--- src/rtl/core/bsrm_pkg.sv ---
`timescale 1ns / 1ps
// shared types and constants for the buffer slot ring manager
// no dependencies; imported by every module of the block

package bsrm_pkg;

  localparam int SLOT_COUNT_DEF = 64;

  localparam int POS_W     = 6;   // slot index / position width
  localparam int LEN_W     = 7;   // ring length and fill count width
  localparam int MASK_W    = 64;  // used mask register width
  localparam int CFG_IDX_W = 1;
  localparam int CFG_W     = 64;  // widest register

  localparam logic [LEN_W-1:0] FILL_MAX = 7'd127;

  // register indexes
  localparam logic [CFG_IDX_W-1:0] REG_USED_MASK   = 1'b0;
  localparam logic [CFG_IDX_W-1:0] REG_RING_LENGTH = 1'b1;

  // request opcodes
  localparam logic [1:0] OP_TAKE    = 2'd0;
  localparam logic [1:0] OP_RELEASE = 2'd1;
  localparam logic [1:0] OP_PEEK    = 2'd2;
  localparam logic [1:0] OP_COMMIT  = 2'd3;

  localparam logic STATUS_OK      = 1'b0;
  localparam logic STATUS_REFUSED = 1'b1;

  typedef struct packed {
    logic [1:0]       opcode;
    logic [POS_W-1:0] slot_index;
  } in_item_t;

  typedef struct packed {
    logic             status;
    logic [POS_W-1:0] slot_out;
  } out_item_t;

  // controller to datapath
  typedef struct packed {
    logic accept;
    logic scan;
    logic finish;
  } dp_cmd_t;

  // datapath to controller
  typedef struct packed {
    logic need_scan;
    logic scan_end;
    logic out_free;
  } dp_status_t;

endpackage

--- src/rtl/core/bsrm_ctrl.sv ---
`timescale 1ns / 1ps
// control state machine: accept, skip scan, finish
// depends on bsrm_pkg

module bsrm_ctrl (
  input  logic                 clk,
  input  logic                 rst_n,
  input  logic                 in_valid,
  output logic                 in_stall,
  input  bsrm_pkg::dp_status_t stat,
  output bsrm_pkg::dp_cmd_t    cmd
);
  import bsrm_pkg::*;

  localparam logic [1:0] ST_IDLE   = 2'd0;
  localparam logic [1:0] ST_SCAN   = 2'd1;
  localparam logic [1:0] ST_FINISH = 2'd2;

  logic [1:0] state_r, state_nxt;

  assign in_stall = !rst_n || (state_r != ST_IDLE);

  always_comb begin
    state_nxt  = state_r;
    cmd        = '0;
    cmd.accept = in_valid && !in_stall;
    case (state_r)
      ST_IDLE: begin
        if (cmd.accept) begin
          state_nxt = stat.need_scan ? ST_SCAN : ST_FINISH;
        end
      end
      ST_SCAN: begin
        cmd.scan = 1'b1;
        if (stat.scan_end) begin
          state_nxt = ST_FINISH;
        end
      end
      ST_FINISH: begin
        // hold until the output register can take the result
        if (stat.out_free) begin
          cmd.finish = 1'b1;
          state_nxt  = ST_IDLE;
        end
      end
      default: begin
        state_nxt = ST_IDLE;
      end
    endcase
  end

  always_ff @(posedge clk) begin
    if (!rst_n) begin
      state_r <= ST_IDLE;
    end else begin
      state_r <= state_nxt;
    end
  end

endmodule

--- src/rtl/core/bsrm_datapath.sv ---
`timescale 1ns / 1ps
// ring state, four-slot skip scanner and result register
// depends on bsrm_pkg; driven by bsrm_ctrl commands

module bsrm_datapath #(
  parameter int SLOT_COUNT = bsrm_pkg::SLOT_COUNT_DEF
) (
  input  logic                               clk,
  input  logic                               rst_n,
  input  bsrm_pkg::in_item_t                 in_data,
  input  bsrm_pkg::dp_cmd_t                  cmd,
  output bsrm_pkg::dp_status_t               stat,
  input  logic                               cfg_we,
  input  logic [bsrm_pkg::CFG_IDX_W-1:0]     cfg_index,
  input  logic [bsrm_pkg::CFG_W-1:0]         cfg_wdata,
  output logic                               out_valid,
  input  logic                               out_stall,
  output bsrm_pkg::out_item_t                out_data
);
  import bsrm_pkg::*;

  localparam int IDX_W      = $clog2(SLOT_COUNT);
  localparam int SCAN_LANES = 4;
  localparam logic [LEN_W-1:0] SLOT_LEN = LEN_W'(SLOT_COUNT);

  logic [MASK_W-1:0]     used_mask_r, used_mask_nxt;
  logic [LEN_W-1:0]      len_r, len_nxt;        // effective ring length
  logic [SLOT_COUNT-1:0] free_r, free_nxt;
  logic [POS_W-1:0]      head_r, head_nxt;
  logic [POS_W-1:0]      tail_r, tail_nxt;
  logic [LEN_W-1:0]      fill_r, fill_nxt;

  logic [1:0]            op_r, op_nxt;
  logic [POS_W-1:0]      idx_r, idx_nxt;
  logic [POS_W-1:0]      scan_pos_r, scan_pos_nxt;
  logic [LEN_W-1:0]      scan_cnt_r, scan_cnt_nxt;
  logic                  hit_r, hit_nxt;
  logic [POS_W-1:0]      hit_pos_r, hit_pos_nxt;

  logic                  out_valid_r, out_valid_nxt;
  out_item_t             out_data_r, out_data_nxt;

  logic [SLOT_COUNT-1:0] used_eff;
  logic [POS_W-1:0]      lane_pos [SCAN_LANES];
  logic [SCAN_LANES-1:0] lane_hit;
  logic                  hit_any;
  logic [POS_W-1:0]      hit_pos;
  logic                  pre_ok;
  logic [LEN_W-1:0]      cfg_len;

  function automatic logic [POS_W-1:0] next_pos(input logic [POS_W-1:0] p,
                                                input logic [LEN_W-1:0] len);
    logic [LEN_W-1:0] p1;
    p1 = {1'b0, p} + LEN_W'(1);
    return (p1 >= len) ? '0 : p1[POS_W-1:0];
  endfunction

  // a position beyond the ring counts as position zero
  function automatic logic [POS_W-1:0] wrap_pos(input logic [POS_W-1:0] p,
                                                input logic [LEN_W-1:0] len);
    return ({1'b0, p} >= len) ? '0 : p;
  endfunction

  assign used_eff = used_mask_r[SLOT_COUNT-1:0];

  // four consecutive ring positions per scan cycle
  always_comb begin
    lane_pos[0] = scan_pos_r;
    for (int j = 1; j < SCAN_LANES; j++) begin
      lane_pos[j] = next_pos(lane_pos[j-1], len_r);
    end
    for (int j = 0; j < SCAN_LANES; j++) begin
      lane_hit[j] = (({1'b0, scan_cnt_r} + (LEN_W+1)'(j)) < {1'b0, len_r})
                    && used_eff[lane_pos[j][IDX_W-1:0]];
    end
    hit_any = |lane_hit;
    hit_pos = '0;
    for (int j = SCAN_LANES - 1; j >= 0; j--) begin
      if (lane_hit[j]) begin
        hit_pos = lane_pos[j];
      end
    end
  end

  always_comb begin
    case (in_data.opcode)
      OP_TAKE: pre_ok = (fill_r != '0);
      OP_PEEK: pre_ok = (fill_r < len_r);
      default: pre_ok = 1'b1;
    endcase
  end

  assign stat.need_scan = pre_ok &&
                          (in_data.opcode == OP_TAKE || in_data.opcode == OP_PEEK);
  assign stat.scan_end  = hit_any ||
                          (({1'b0, scan_cnt_r} + (LEN_W+1)'(SCAN_LANES)) >= {1'b0, len_r});
  assign stat.out_free  = !out_valid_r || !out_stall;

  // ring length as written, clamped into 1..SLOT_COUNT
  always_comb begin
    if (cfg_wdata[LEN_W-1:0] == '0) begin
      cfg_len = LEN_W'(1);
    end else if (cfg_wdata[LEN_W-1:0] > SLOT_LEN) begin
      cfg_len = SLOT_LEN;
    end else begin
      cfg_len = cfg_wdata[LEN_W-1:0];
    end
  end

  always_comb begin
    used_mask_nxt = used_mask_r;
    len_nxt       = len_r;
    free_nxt      = free_r;
    head_nxt      = head_r;
    tail_nxt      = tail_r;
    fill_nxt      = fill_r;
    op_nxt        = op_r;
    idx_nxt       = idx_r;
    scan_pos_nxt  = scan_pos_r;
    scan_cnt_nxt  = scan_cnt_r;
    hit_nxt       = hit_r;
    hit_pos_nxt   = hit_pos_r;
    out_valid_nxt = out_valid_r;
    out_data_nxt  = out_data_r;

    if (cmd.accept) begin
      op_nxt       = in_data.opcode;
      idx_nxt      = in_data.slot_index;
      hit_nxt      = 1'b0;
      scan_cnt_nxt = '0;
      scan_pos_nxt = (in_data.opcode == OP_TAKE) ? wrap_pos(head_r, len_r)
                                                 : wrap_pos(tail_r, len_r);
    end

    if (cmd.scan) begin
      if (hit_any) begin
        hit_nxt     = 1'b1;
        hit_pos_nxt = hit_pos;
      end else begin
        scan_pos_nxt = next_pos(lane_pos[SCAN_LANES-1], len_r);
        scan_cnt_nxt = scan_cnt_r + LEN_W'(SCAN_LANES);
      end
    end

    if (cmd.finish) begin
      out_valid_nxt         = 1'b1;
      out_data_nxt.status   = STATUS_REFUSED;
      out_data_nxt.slot_out = '0;
      case (op_r)
        OP_TAKE: begin
          if (hit_r) begin
            head_nxt = hit_pos_r;
            if (free_r[hit_pos_r[IDX_W-1:0]]) begin
              free_nxt[hit_pos_r[IDX_W-1:0]] = 1'b0;
              head_nxt              = next_pos(hit_pos_r, len_r);
              fill_nxt              = fill_r - LEN_W'(1);
              out_data_nxt.status   = STATUS_OK;
              out_data_nxt.slot_out = hit_pos_r;
            end
          end
        end
        OP_PEEK: begin
          if (hit_r) begin
            tail_nxt = hit_pos_r;
            if (free_r[hit_pos_r[IDX_W-1:0]]) begin
              out_data_nxt.status   = STATUS_OK;
              out_data_nxt.slot_out = hit_pos_r;
            end
          end
        end
        OP_RELEASE: begin
          if (({1'b0, idx_r} < SLOT_LEN) && !free_r[idx_r[IDX_W-1:0]]) begin
            free_nxt[idx_r[IDX_W-1:0]] = 1'b1;
            out_data_nxt.status        = STATUS_OK;
          end
        end
        default: begin
          // commit: no full check, count saturates
          tail_nxt            = next_pos(wrap_pos(tail_r, len_r), len_r);
          fill_nxt            = (fill_r < FILL_MAX) ? fill_r + LEN_W'(1) : fill_r;
          out_data_nxt.status = STATUS_OK;
        end
      endcase
    end else if (out_valid_r && !out_stall) begin
      out_valid_nxt = 1'b0;
    end

    if (cfg_we) begin
      case (cfg_index)
        REG_USED_MASK: begin
          used_mask_nxt = cfg_wdata;
          free_nxt      = '1;
        end
        REG_RING_LENGTH: begin
          len_nxt = cfg_len;
        end
        default: begin
          len_nxt = len_r;
        end
      endcase
    end
  end

  always_ff @(posedge clk) begin
    if (!rst_n) begin
      used_mask_r <= '0;
      len_r       <= SLOT_LEN;
      free_r      <= '1;
      head_r      <= '0;
      tail_r      <= '0;
      fill_r      <= '0;
      hit_r       <= 1'b0;
      out_valid_r <= 1'b0;
    end else begin
      used_mask_r <= used_mask_nxt;
      len_r       <= len_nxt;
      free_r      <= free_nxt;
      head_r      <= head_nxt;
      tail_r      <= tail_nxt;
      fill_r      <= fill_nxt;
      hit_r       <= hit_nxt;
      out_valid_r <= out_valid_nxt;
    end
  end

  always_ff @(posedge clk) begin
    op_r       <= op_nxt;
    idx_r      <= idx_nxt;
    scan_pos_r <= scan_pos_nxt;
    scan_cnt_r <= scan_cnt_nxt;
    hit_pos_r  <= hit_pos_nxt;
    out_data_r <= out_data_nxt;
  end

  assign out_valid = out_valid_r;
  assign out_data  = out_data_r;

endmodule

--- src/rtl/core/buffer_slot_ring_manager.sv ---
`timescale 1ns / 1ps
// flow: release and commit, or a take/peek refused before the scan, go from accept
//   to the finish state, which waits for the output register to be free and loads
//   the result; take and peek first pass the scan state, skipping unused slots four per cycle
// throughput: one request at a time, a new one accepted the cycle after the result
//   is loaded; the output register lets a new request in while a result waits
// reset: synchronous; mask zero, ring length SLOT_COUNT, all slots free, no sweep

module buffer_slot_ring_manager #(
  parameter int SLOT_COUNT = bsrm_pkg::SLOT_COUNT_DEF
) (
  input  logic                           clk,
  input  logic                           rst_n,
  input  logic                           in_valid,
  output logic                           in_stall,
  input  bsrm_pkg::in_item_t             in_data,
  output logic                           out_valid,
  input  logic                           out_stall,
  output bsrm_pkg::out_item_t            out_data,
  input  logic                           cfg_we,
  input  logic [bsrm_pkg::CFG_IDX_W-1:0] cfg_index,
  input  logic [bsrm_pkg::CFG_W-1:0]     cfg_wdata
);
  import bsrm_pkg::*;

  dp_cmd_t    cmd;
  dp_status_t stat;

  bsrm_ctrl u_ctrl (
    .clk      (clk),
    .rst_n    (rst_n),
    .in_valid (in_valid),
    .in_stall (in_stall),
    .stat     (stat),
    .cmd      (cmd)
  );

  bsrm_datapath #(
    .SLOT_COUNT (SLOT_COUNT)
  ) u_dp (
    .clk       (clk),
    .rst_n     (rst_n),
    .in_data   (in_data),
    .cmd       (cmd),
    .stat      (stat),
    .cfg_we    (cfg_we),
    .cfg_index (cfg_index),
    .cfg_wdata (cfg_wdata),
    .out_valid (out_valid),
    .out_stall (out_stall),
    .out_data  (out_data)
  );

endmodule

--- config.mk ---
export PLATFORM = sky130hd
export DESIGN_NAME = buffer_slot_ring_manager
export DESIGN_NICKNAME = d
export VERILOG_FILES = /design/src/rtl/core/bsrm_pkg.sv /design/src/rtl/core/bsrm_ctrl.sv /design/src/rtl/core/bsrm_datapath.sv /design/src/rtl/core/buffer_slot_ring_manager.sv
export SDC_FILE = /design/constraint.sdc
export NUM_CORES = 1
export LEC_CHECK = 0
export ABC_AREA = 1
export BUFFER_PORTS_ARGS = -buffer_cell sky130_fd_sc_hd__clkbuf_2
export CAP_MARGIN = 20
export CORE_MARGIN = 3
export CORE_UTILIZATION = 48
export DETAILED_ROUTE_END_ITERATION = 12
export GPL_TIMING_DRIVEN = 0
export PLACE_DENSITY = 0.65
export SLEW_MARGIN = 20
export SYNTH_ARGS = -nofsm -noshare
export SYNTH_HDL_FRONTEND = slang
export SYNTH_SLANG_ARGS = --single-unit
--- constraint.sdc ---
create_clock -name clk -period 13.25 [get_ports clk]
set_clock_uncertainty 0.1 [all_clocks]
set_input_delay 3.975 -clock clk [delete_from_list [all_inputs] [get_ports clk]]
set_output_delay 3.975 -clock clk [all_outputs]
set_load 0.02 [all_outputs]
Word level (Yosys, flattened, before mapping)
Cells that the tools add are included.
Widths: inputs -> output; s select.
{"block": "word_totals", "ff_bits": 192, "input_bits": 78, "out_inout_bits": 9, "wordCells": 176}
{"block": "classes", "add_sub_neg": 13, "order_cmp": 24, "eq_ne": 11, "n_mux": 69, "bitwise": 6, "n_reduce_logical": 37}
{"operator": "$mux 64", "n": 6}
{"operator": "$pmux 64 s2", "n": 1}
{"operator": "$mux 6", "n": 18}
{"operator": "$mux 7", "n": 10}
{"operator": "$and 64x64->64", "n": 1}
{"operator": "$not 64->64", "n": 1}
{"operator": "$or 64x64->64", "n": 1}
{"operator": "$add 6x1->7 const B", "n": 6}
{"operator": "$ge 7x7->1", "n": 6}
{"operator": "$lt 6x7->1 const B", "n": 6}
{"operator": "$bmux 1 s6", "n": 6}
{"operator": "$lt 8x7->1", "n": 3}
{"operator": "$mux 1", "n": 17}
{"operator": "$add 7x2->8 const B", "n": 2}
{"operator": "$ge 6x7->1", "n": 2}
{"operator": "$lt 7x7->1", "n": 2}
{"operator": "$pmux 7 s2", "n": 1}
{"operator": "$demux 1 s6", "n": 2}
{"operator": "$ge 6x1->1 const B", "n": 2}
{"operator": "$pmux 6 s2", "n": 1}
{"operator": "$reduce_and 3->1", "n": 4}
{"operator": "$logic_and 1x1->1", "n": 9}
{"operator": "$add 7x1->8 const B", "n": 1}
{"operator": "$add 7x3->8 const B", "n": 1}
{"operator": "other kinds (24)", "n": 51}

Logic depth before layout (Yosys ltp)
Gate-level depths: netlist (run 1).
{"block": "logic_depth", "depth_word": 16, "mapped_depth": 53, "ltp_nobuf": 49}

Modules after synthesis
From an unflattened synthesis (run 1), not the netlist that was laid out.
{"block": "hier_totals", "cells_unflattened": 2332, "hier_area_um2": 15399.8}
{"mod": "bsrm_datapath", "n_inst": 1, "cells_per_inst": 2306, "area_each_um2": 15248.4}
{"mod": "bsrm_ctrl", "n_inst": 1, "cells_per_inst": 26, "area_each_um2": 151.4}

Worst setup path before layout (run 1)
Ideal clock, no wire load.
{"block": "synth_path", "path_type": "input -> output", "from": "input rst_n", "to": "output in_stall", "arrival_time_ps": 4638, "required_time_ps": 9175, "path_slack_ps": 4537, "cell_stages": 3, "path_buffers": 2, "path_cell_list": "clkbuf_1 > clkbuf_1 > nand2_1"}
{"block": "synth_between", "elab_chain_len": 2}
{"item": "start: declaration", "line_no": "buffer_slot_ring_manager.sv:13", "source": "input logic rst_n,"}
{"item": "$logic_not 1->1"}
{"item": "$logic_or 1x1->1", "line_no": "bsrm_ctrl.sv:21", "source": "assign in_stall = !rst_n || (state_r != ST_IDLE);"}
{"item": "end: declaration", "line_no": "buffer_slot_ring_manager.sv:15", "source": "output logic in_stall,"}
No other way between the ends.

Worst setup path in the final report (run 1)
{"block": "layout_path", "from": "register u_dp.scan_pos_r[1]", "to": "register u_dp.scan_pos_r[0]"}
{"block": "layout_between", "elab_chain_len": 15}
{"item": "start: declaration", "line_no": "bsrm_datapath.sv:35", "source": "logic [POS_W-1:0] scan_pos_r, scan_pos_nxt;"}
{"item": "start signal: assignment", "line_no": "bsrm_datapath.sv:229", "source": "scan_pos_r <= scan_pos_nxt;"}
{"item": "parallel branches: the longest is 13 deep, another holds $add 6x1->7"}
{"item": "$mux 6 *", "line_no": "bsrm_datapath.sv:136", "source": "if (hit_any) begin"}
{"item": "$mux 6 *", "line_no": "bsrm_datapath.sv:135", "source": "if (cmd.scan) begin"}
{"item": "net u_dp.scan_pos_nxt[0]", "line_no": "bsrm_datapath.sv:35"}
Mark *: on every way through the listed nets, which the timed path passes. The select of a mux whose other input is x is not followed.
A chain may end at the register's enable or synchronous reset.

==> summary.md, run 1 <==
| Metric | Value |
|---|---|
| IR drop worst, VDD | 253 uV |
| Io pins | 87 |
| Ranking of synthesized cells by area | dfxtp_1 (22%), nand2_1 (9.9%), nand3_1 (9.8%), ha_1 (9.0%), o21ai_0 (6.8%) |
| CTS clk-pin slew, worst paths | 0.08 ns |
| Startpoint types | flip-flop |
| Total global-route track usage | 36.6% |
| Dominant combinational cell family by area after synthesis | simple AND/OR/NAND/NOR gates |
| Reg2Reg Launch Point | u_dp.scan_pos_r[1] |
| Number of global-route vias before repair | 17.2k |
| Min-Delay Path Class | reg -> reg |
| Final sum of negative setup slack | 0 ns |
| Number of clock sinks seen by CTS | 192 |
| Area of the core region | 31100 um2 |
| Post-DP HPWL | 45.9 mm |
| Number of nets with antenna violations after detailed routing | 0 |
| Area growth, synth to finish | 10.2% |
| Data arrival at the endpoint of the critical path | 10.97 ns |
| Static power due to leakage | 7.36 nW |
| Post CTS Setup Buffer Count | 0 |
| Share of final-layout standard cells stronger than drive strength 1 | 9.59% |
| Predominant post-synthesis flop cell | dfxtp_1 |
| CP peak stage delay | 0.71 ns |
| Congestion Overflow GR | 0 |
| Most frequent standard cell in the layout excluding fill and tap cells | nand2_1 |
| Core utilization of the finished layout | 54.5% |
| Total nets after synthesis | 2520 |
| Number of input and output port buffers inserted | 86 |
| Number of max-cap violations | 0 |
| Worst Path Required | 13.54 ns |
| Post-cts sizing count | 0 |
| Post-synth ARST share | 0% |
| End point of the critical path | u_dp.scan_pos_r[0] |
| Initial detailed-routing violation count | 1891 |
| Number of register bits inferred by synthesis | 192 |
| Routed wire length | 63.2 mm |
| Filler Cells Inserted | 3176 |
| Reg2reg path depth | 48 |
| Crit Path Class | reg -> reg |
| Share of the clock period used by the worst path | 80.6% |
| CP max FO | 11 |
| Synthesized-area fraction occupied by adder cells | 9.14% |
| Share of the synthesized area in compound gates (AO/OA/AOI/OAI) | 24.1% |
| Part of the Yosys area used for sequential elements | 26.4% |
| Cts bufs inserted | 17 |
| Largest net degree at the start of global routing | 19 |
| First-pass GRT wire length | 97.4 mm |
| Floorplan die height | 185 um |
| Cell area after synthesis | 15400 um2 |
| Max-slew headroom at the worst pin | 28.2% |
| Cell taking the most area after synthesis | dfxtp_1 |
| TritonCTS clock tree | built |
| Hold buffers post-CTS | 0 |
| GP Congestion | 1.03 |
| Routed wirelength normalized by instance count | 22.2 um |
| Run status | completed |
| Starting density of the core | 49.5% |
| Critical-path top delay cell | clkbuf_1 |
| Area fraction in and, or, nand and nor cells after synthesis | 30.0% |
| Post-route DRC | 0 |
| Transition time of the tightest slew-check pin | 1.07 ns |
| Capturing element type of the critical path | flip-flop |
| Worst reg2reg path endpoint | u_dp.scan_pos_r[0] |
| Post-synthesis xor/xnor area fraction | 1.41% |
| Start point of the worst hold path | u_dp.len_r[1] |
| Number of vias per cell after detailed routing | 6.29 |
| Timing startpoint of the critical path | u_dp.scan_pos_r[1] |
| Critical path's most frequent cell | ha_1 |
| Pwr per Cell Area | 217 nW/um2 |
| FF-to-FF setup slack | 2.57 ns |
| Syn Area/Cell | 6.62 um2 |
| Final Critical Period | 10.68 ns |
| Count of flip-flops with a built-in enable after synthesis | 23 |
| DIE AREA | 34300 um2 |
| Final-report hold violation count | 0 |
| Net count reported at finish | 2628 |
| Antenna violations before repair | 0 |
| DR vias | 17.9k |
| Ys Warns | 0 |
| Maximum level of the CTS H-tree | 4 |
| Number of failing setup endpoints in the final timing report | 0 |
| Share of the synthesized area in the top cell type | 21.9% |
| Top library cells by usage in the layout, fill and taps aside | nand2_1 (405), nand3_1 (301), nor2_1 (240), o21ai_0 (208), inv_1 (202) |
| Post-synthesis mux area share | 0% |
| Row count | 64 |
| Max Clock Freq | 93.7 MHz |
| Post-synthesis cell type count | 59 |
| Horizontal die dimension | 185 um |
| Number of pins with negative max-slew slack in the final report | 0 |
| Diodes inserted | 0 |
| Unrepaired setup endpoints after global routing | false |
| Clock root buffer | clkbuf_16 |
| Max Root-Sink Buffers | 2 |
| Count of TritonRoute iterations in the first routing pass | 6 |
| Cells after synthesis | 2330 |
| Source-to-sink clock delay at the later pin of the worst-skew pair | 0.46 ns |
-- metrics by stage --
| step | power (mW) | worst slack [ns] | cell area [um2] | instances | hold slack [ns] |
|---|---|---|---|---|---|
| 6_report | 3.68 | 2.57 | 17000 | 2847 | 0.366 |
| 5_1_grt | 3.92 | 2.11 | 17000 | 2847 | 0.409 |
| 4_1_cts | 3.59 | 2.91 | 17000 | 2847 | 0.371 |
| 3_5_place_dp | 3.06 | 3.00 | 16400 | 2815 | 0.360 |
| 3_3_place_gp | 3.03 | 3.13 | 16300 | 2812 | 0.356 |
| 2_1_floorplan | 2.32 | 4.54 | 15400 | 2330 | 0.345 |
-- state kept, by name, summed over array words and instances, names as in the netlist --
name             count
u_ctrl.state_r       2
u_dp.fill_r          7
u_dp.free_r         64
u_dp.head_r          6
u_dp.hit_pos_r       6
u_dp.hit_r           1
u_dp.idx_r           6
u_dp.len_r           7
u_dp.op_r            2
u_dp.out_data        7
u_dp.out_valid       1
u_dp.scan_cnt_r      7
u_dp.scan_pos_r      6
u_dp.tail_r          6
u_dp.used_eff       64
-- where the power goes --
part | switching [mW] | internal, mW | total, mW | leakage (nW)
combinational | 1.68 | 0.737 | 2.42 | 5.48
sequential | 0.0734 | 0.662 | 0.735 | 1.60
clock | 0.265 | 0.265 | 0.530 | 0.277
-- how the worst min path moves through the flow --
stage	cells past startpoint	slack [ns]	endpoint
global route	2	0.41	u_dp.len_r[1]
detailed placement	2	0.36	u_dp.len_r[1]
global placement	2	0.36	u_dp.len_r[1]
finish	2	0.37	u_dp.len_r[1]
floorplan	2	0.35	u_dp.len_r[1]
CTS	2	0.37	u_dp.len_r[1]
-- Yosys cell counts, types with 16 or more instances --
cell      count
nand2_1     405
nand3_1     301
nor2_1      240
o21ai_0     208
inv_1       202
dfxtp_1     169
a21oi_1     162
ha_1        111
clkbuf_1     85
o311ai_0     56
o22ai_1      42
buf_2        31
nor3_1       31
o211ai_1     29
edfxtp_1     23
xor2_1       20
nand4_1      17
o21ai_1      16
-- cell type report --
cell class              count  area (um2)  area share (%)
multi-input cells        1791       10000            59.0
well taps                 396         495            2.92
clock buffers              17         425            2.50
inverters                 219         822            4.84
flip-flops and latches    192        4070            24.0
repair buffers             89         453            2.67
plain buffers             128         549            3.23
clock inverters            15         153           0.899
-- per-layer routing --
layer	global-route usage [%]	wire length, um
met3	7.03	5430
met5	0	0
met2	57.9	28000
met1	45.3	25200
met4	23.9	4540
-- critical path, delay by kind of cell, from the launching register on --
kind | cells | cell delay [ns]
adder cells (fa/ha/maj) | 7 | 2.01
AO/OA/AOI/OAI | 11 | 2.28
AND/OR/NAND/NOR | 21 | 3.54
flip-flops | 1 | 0.48
buffers and inverters | 9 | 2.17
-- cells by family (layout without fill, tap and decap cells) --
logic type | count (synthesis) | in the layout
adders and majority gates | 112 | 112
xor gates and xnor gates | 24 | 24
buffers and inverters | 347 | 468
DFF | 192 | 192
AOI/OAI and AO/OA | 613 | 613
and+or+nand+nor | 1042 | 1042
Note: power is estimated with default switching activity, not from simulation.
==> inputs of run 2 (changes only) <==
clock period = 10.05 ns   (was 13.25 ns; I/O delays follow)
==> summary.md, run 2 (synthesis results as in run 1) <==
| Metric | Value |
|---|---|
| Run status | completed |
| Row count | 64 (unchanged) |
| Congestion Overflow GR | 0 (unchanged) |
| Critical-path top delay cell | dfxtp_1 |
| Max Root-Sink Buffers | 2 (unchanged) |
| DR vias | 17.9k (-0.15%) |
| Start point of the worst hold path | u_dp.len_r[1] |
| Final Critical Period | 9.56 ns (-1.12 ns) |
| Count of buffering cells on the critical path with inverters included | 12 (+3) |
| Post-DP HPWL | 45.9 mm (unchanged) |
| Antenna violations before repair | 0 (unchanged) |
| Hold Path Stages | 2 (unchanged) |
| TritonCTS clock tree | built |
| CP peak stage delay | 0.48 ns (-0.23 ns) |
| Reg2reg path depth | 51 (+6.3%) |
| Horizontal die dimension | 185 um (unchanged) |
| Routed wire length | 63.0 mm (-0.28%) |
| Post-route DRC | 0 (unchanged) |
| Footprint of the multi-input gates | 10000 um2 (+0.19%) |
| Area of the core region | 31100 um2 (unchanged) |
| Critical path's most frequent cell | nand2_1 |
| Filler Cells Inserted | 3165 (-0.35%) |
| Maximum level of the CTS H-tree | 4 (unchanged) |
| CP delay by family, top | simple AND/OR/NAND/NOR gates |
| Placed instance area | 16400 um2 (unchanged) |
| Min-Delay Path Class | reg -> reg |
| GR Util met3 | 6.62% (-0.41 points) |
| Part of the total power dissipated in sequential elements | 19.7% (-0.3 points) |
| Final-report hold violation count | 0 (unchanged) |
| Initial detailed-routing violation count | 1992 (+5.3%) |
| Power Total | 4.91 mW (+33%) |
| Number of max-cap violations | 0 (unchanged) |
| Number of vias per cell after detailed routing | 6.27 (-0.29%) |
| Floorplan die height | 185 um (unchanged) |
| Reg2Reg Launch Point | u_dp.scan_pos_r[1] |
| Number of clock sinks seen by CTS | 192 (unchanged) |
| Area growth, synth to finish | 10.6% |
| Max-slew headroom at the worst pin | 28.9% (+0.68 points) |
| Crit Path Class | reg -> reg |
| CP max FO | 11 (unchanged) |
| Share of final-layout standard cells stronger than drive strength 1 | 9.98% (+0.39 points) |
| Fraction of power spent switching nets | 54.4% (-0.38 points) |
| Number of nets with antenna violations after detailed routing | 0 (unchanged) |
| Total global-route track usage | 36.5% (-0.083 points) |
| Diodes inserted | 0 (unchanged) |
| Combinational power share | 66.1% (+0.5 points) |
| Core utilization of the finished layout | 54.8% (+0.22 points) |
| Transition time of the tightest slew-check pin | 1.06 ns (-0.0144 ns) |
| Io pins | 87 (unchanged) |
| Number of input and output port buffers inserted | 86 (unchanged) |
| Clock root buffer | clkbuf_16 |
| Source-to-sink clock delay at the later pin of the worst-skew pair | 0.47 ns (about the same) |
| Share of the clock period used by the worst path | 95.1% (+15 points) |
| Routed wirelength normalized by instance count | 22.1 um (-0.42%) |
| Number of pins with negative max-slew slack in the final report | 0 (unchanged) |
| Sequential Area | 4070 um2 (unchanged) |
| First-pass GRT wire length | 97.3 mm (-0.13%) |
| Capturing element type of the critical path | flip-flop |
| Static power due to leakage | 7.40 nW (+0.47%) |
| Startpoint types | flip-flop |
| DIE AREA | 34300 um2 (unchanged) |
| Final std cell area, no fill | 17100 um2 (+0.41%) |
| Count of TritonRoute iterations in the first routing pass | 6 (unchanged) |
| Cts bufs inserted | 17 (unchanged) |
| CTS clk-pin slew, worst paths | 0.08 ns (about the same) |
| Number of failing setup endpoints in the final timing report | 0 (unchanged) |
| IR drop worst, VDD | 340 uV (+35%) |
| Cell-internal power | 2.24 mW (+34%) |
| Switching power summed over all nets | 2.67 mW (+32%) |
| Pwr per Cell Area | 288 nW/um2 (+33%) |
| Max Clock Freq | 105 MHz (+12%) |
| Top library cells by usage in the layout, fill and taps aside | nand2_1 (404), nand3_1 (300), nor2_1 (240), o21ai_0 (207), inv_1 (201) |
| Worst Path Required | 10.34 ns (-3.20 ns) |
| Most congested layer reported by global routing | met2 |
| Largest net degree at the start of global routing | 19 (unchanged) |
| Final sum of negative setup slack | 0 ns (unchanged) |
| Met1 usage | 45.2% (-0.11 points) |
| Starting density of the core | 49.5% (unchanged) |
| Critical path depth | 51 (+6.3%) |
| Most frequent standard cell in the layout excluding fill and tap cells | nand2_1 |
| Share of total power in the clock network | 14.2% (-0.2 points) |
| Global-route met2 utilization | 58.3% (+0.35 points) |
| GP Congestion | 1.03 (unchanged) |
| Timing startpoint of the critical path | u_dp.scan_pos_r[1] |
| Data arrival at the endpoint of the critical path | 9.85 ns (-1.12 ns) |
| Net count reported at finish | 2632 (+0.15%) |
| Number of global-route vias before repair | 17.3k (+0.046%) |
run 2: path summary, 6_finish.rpt:
kind                            slack (ns)            endpoint
worst max-delay path                  0.49  u_dp.scan_pos_r[0]
worst min register to register        0.37       u_dp.len_r[1]
worst max register to register        0.49  u_dp.scan_pos_r[0]
worst min-delay path                  0.37       u_dp.len_r[1]
run 2: power groups by stage:
stage          Clock, mW  Sequential (mW)  Combinational [mW]
5_1_grt            0.728            0.978                3.51
2_1_floorplan          0            0.954                2.10
4_1_cts            0.705            0.964                3.06
3_5_place_dp           0            0.981                3.05
6_report           0.698            0.969                3.24
3_3_place_gp           0            0.980                3.02
run 2: area by class of cell:
class                      instances  area share [%]
clock buffer                      17            2.49
clock inverter                    15           0.895
multi-input combinational       1791            58.8
buffer                           127            3.28
tap                              396            2.90
inverter                         219            4.84
sequential                       192            23.9
timing repair buffer              94            2.88
run 2: per-stage QoR:
stage,setup WS [ns],std cells,hold WS (ns)
floorplan,2.02,2330,0.345
global placement,-0.0654,2812,0.356
detailed placement,-0.202,2815,0.360
CTS,0.139,2846,0.371
global route,-0.0273,2851,0.409
finish,0.492,2851,0.368
run 2: worst reg2reg max path, delay by kind of cell, from the launching register on:
family,cells,cell delay [ns]
DFF,1,0.48
adders and majority gates,6,1.55
buffers and inverters,12,1.98
xor gates and xnor gates,1,0.20
AOI/OAI and AO/OA,10,1.88
and+or+nand+nor,22,3.31
run 2: what timing repair did:
action,4_1_cts,5_1_grt
pin swaps,0,1
setup buffers,0,5
endpoints found under the setup margin,6,19
hold buffers,0,0
gates resized for setup,1,13
run 2: per-layer routing:
layer	routed length, um	vias up
met3	5600	292
met1	25000	8224
li1	-	8362
met5	0	-
met2	27800	997
met4	4590	0
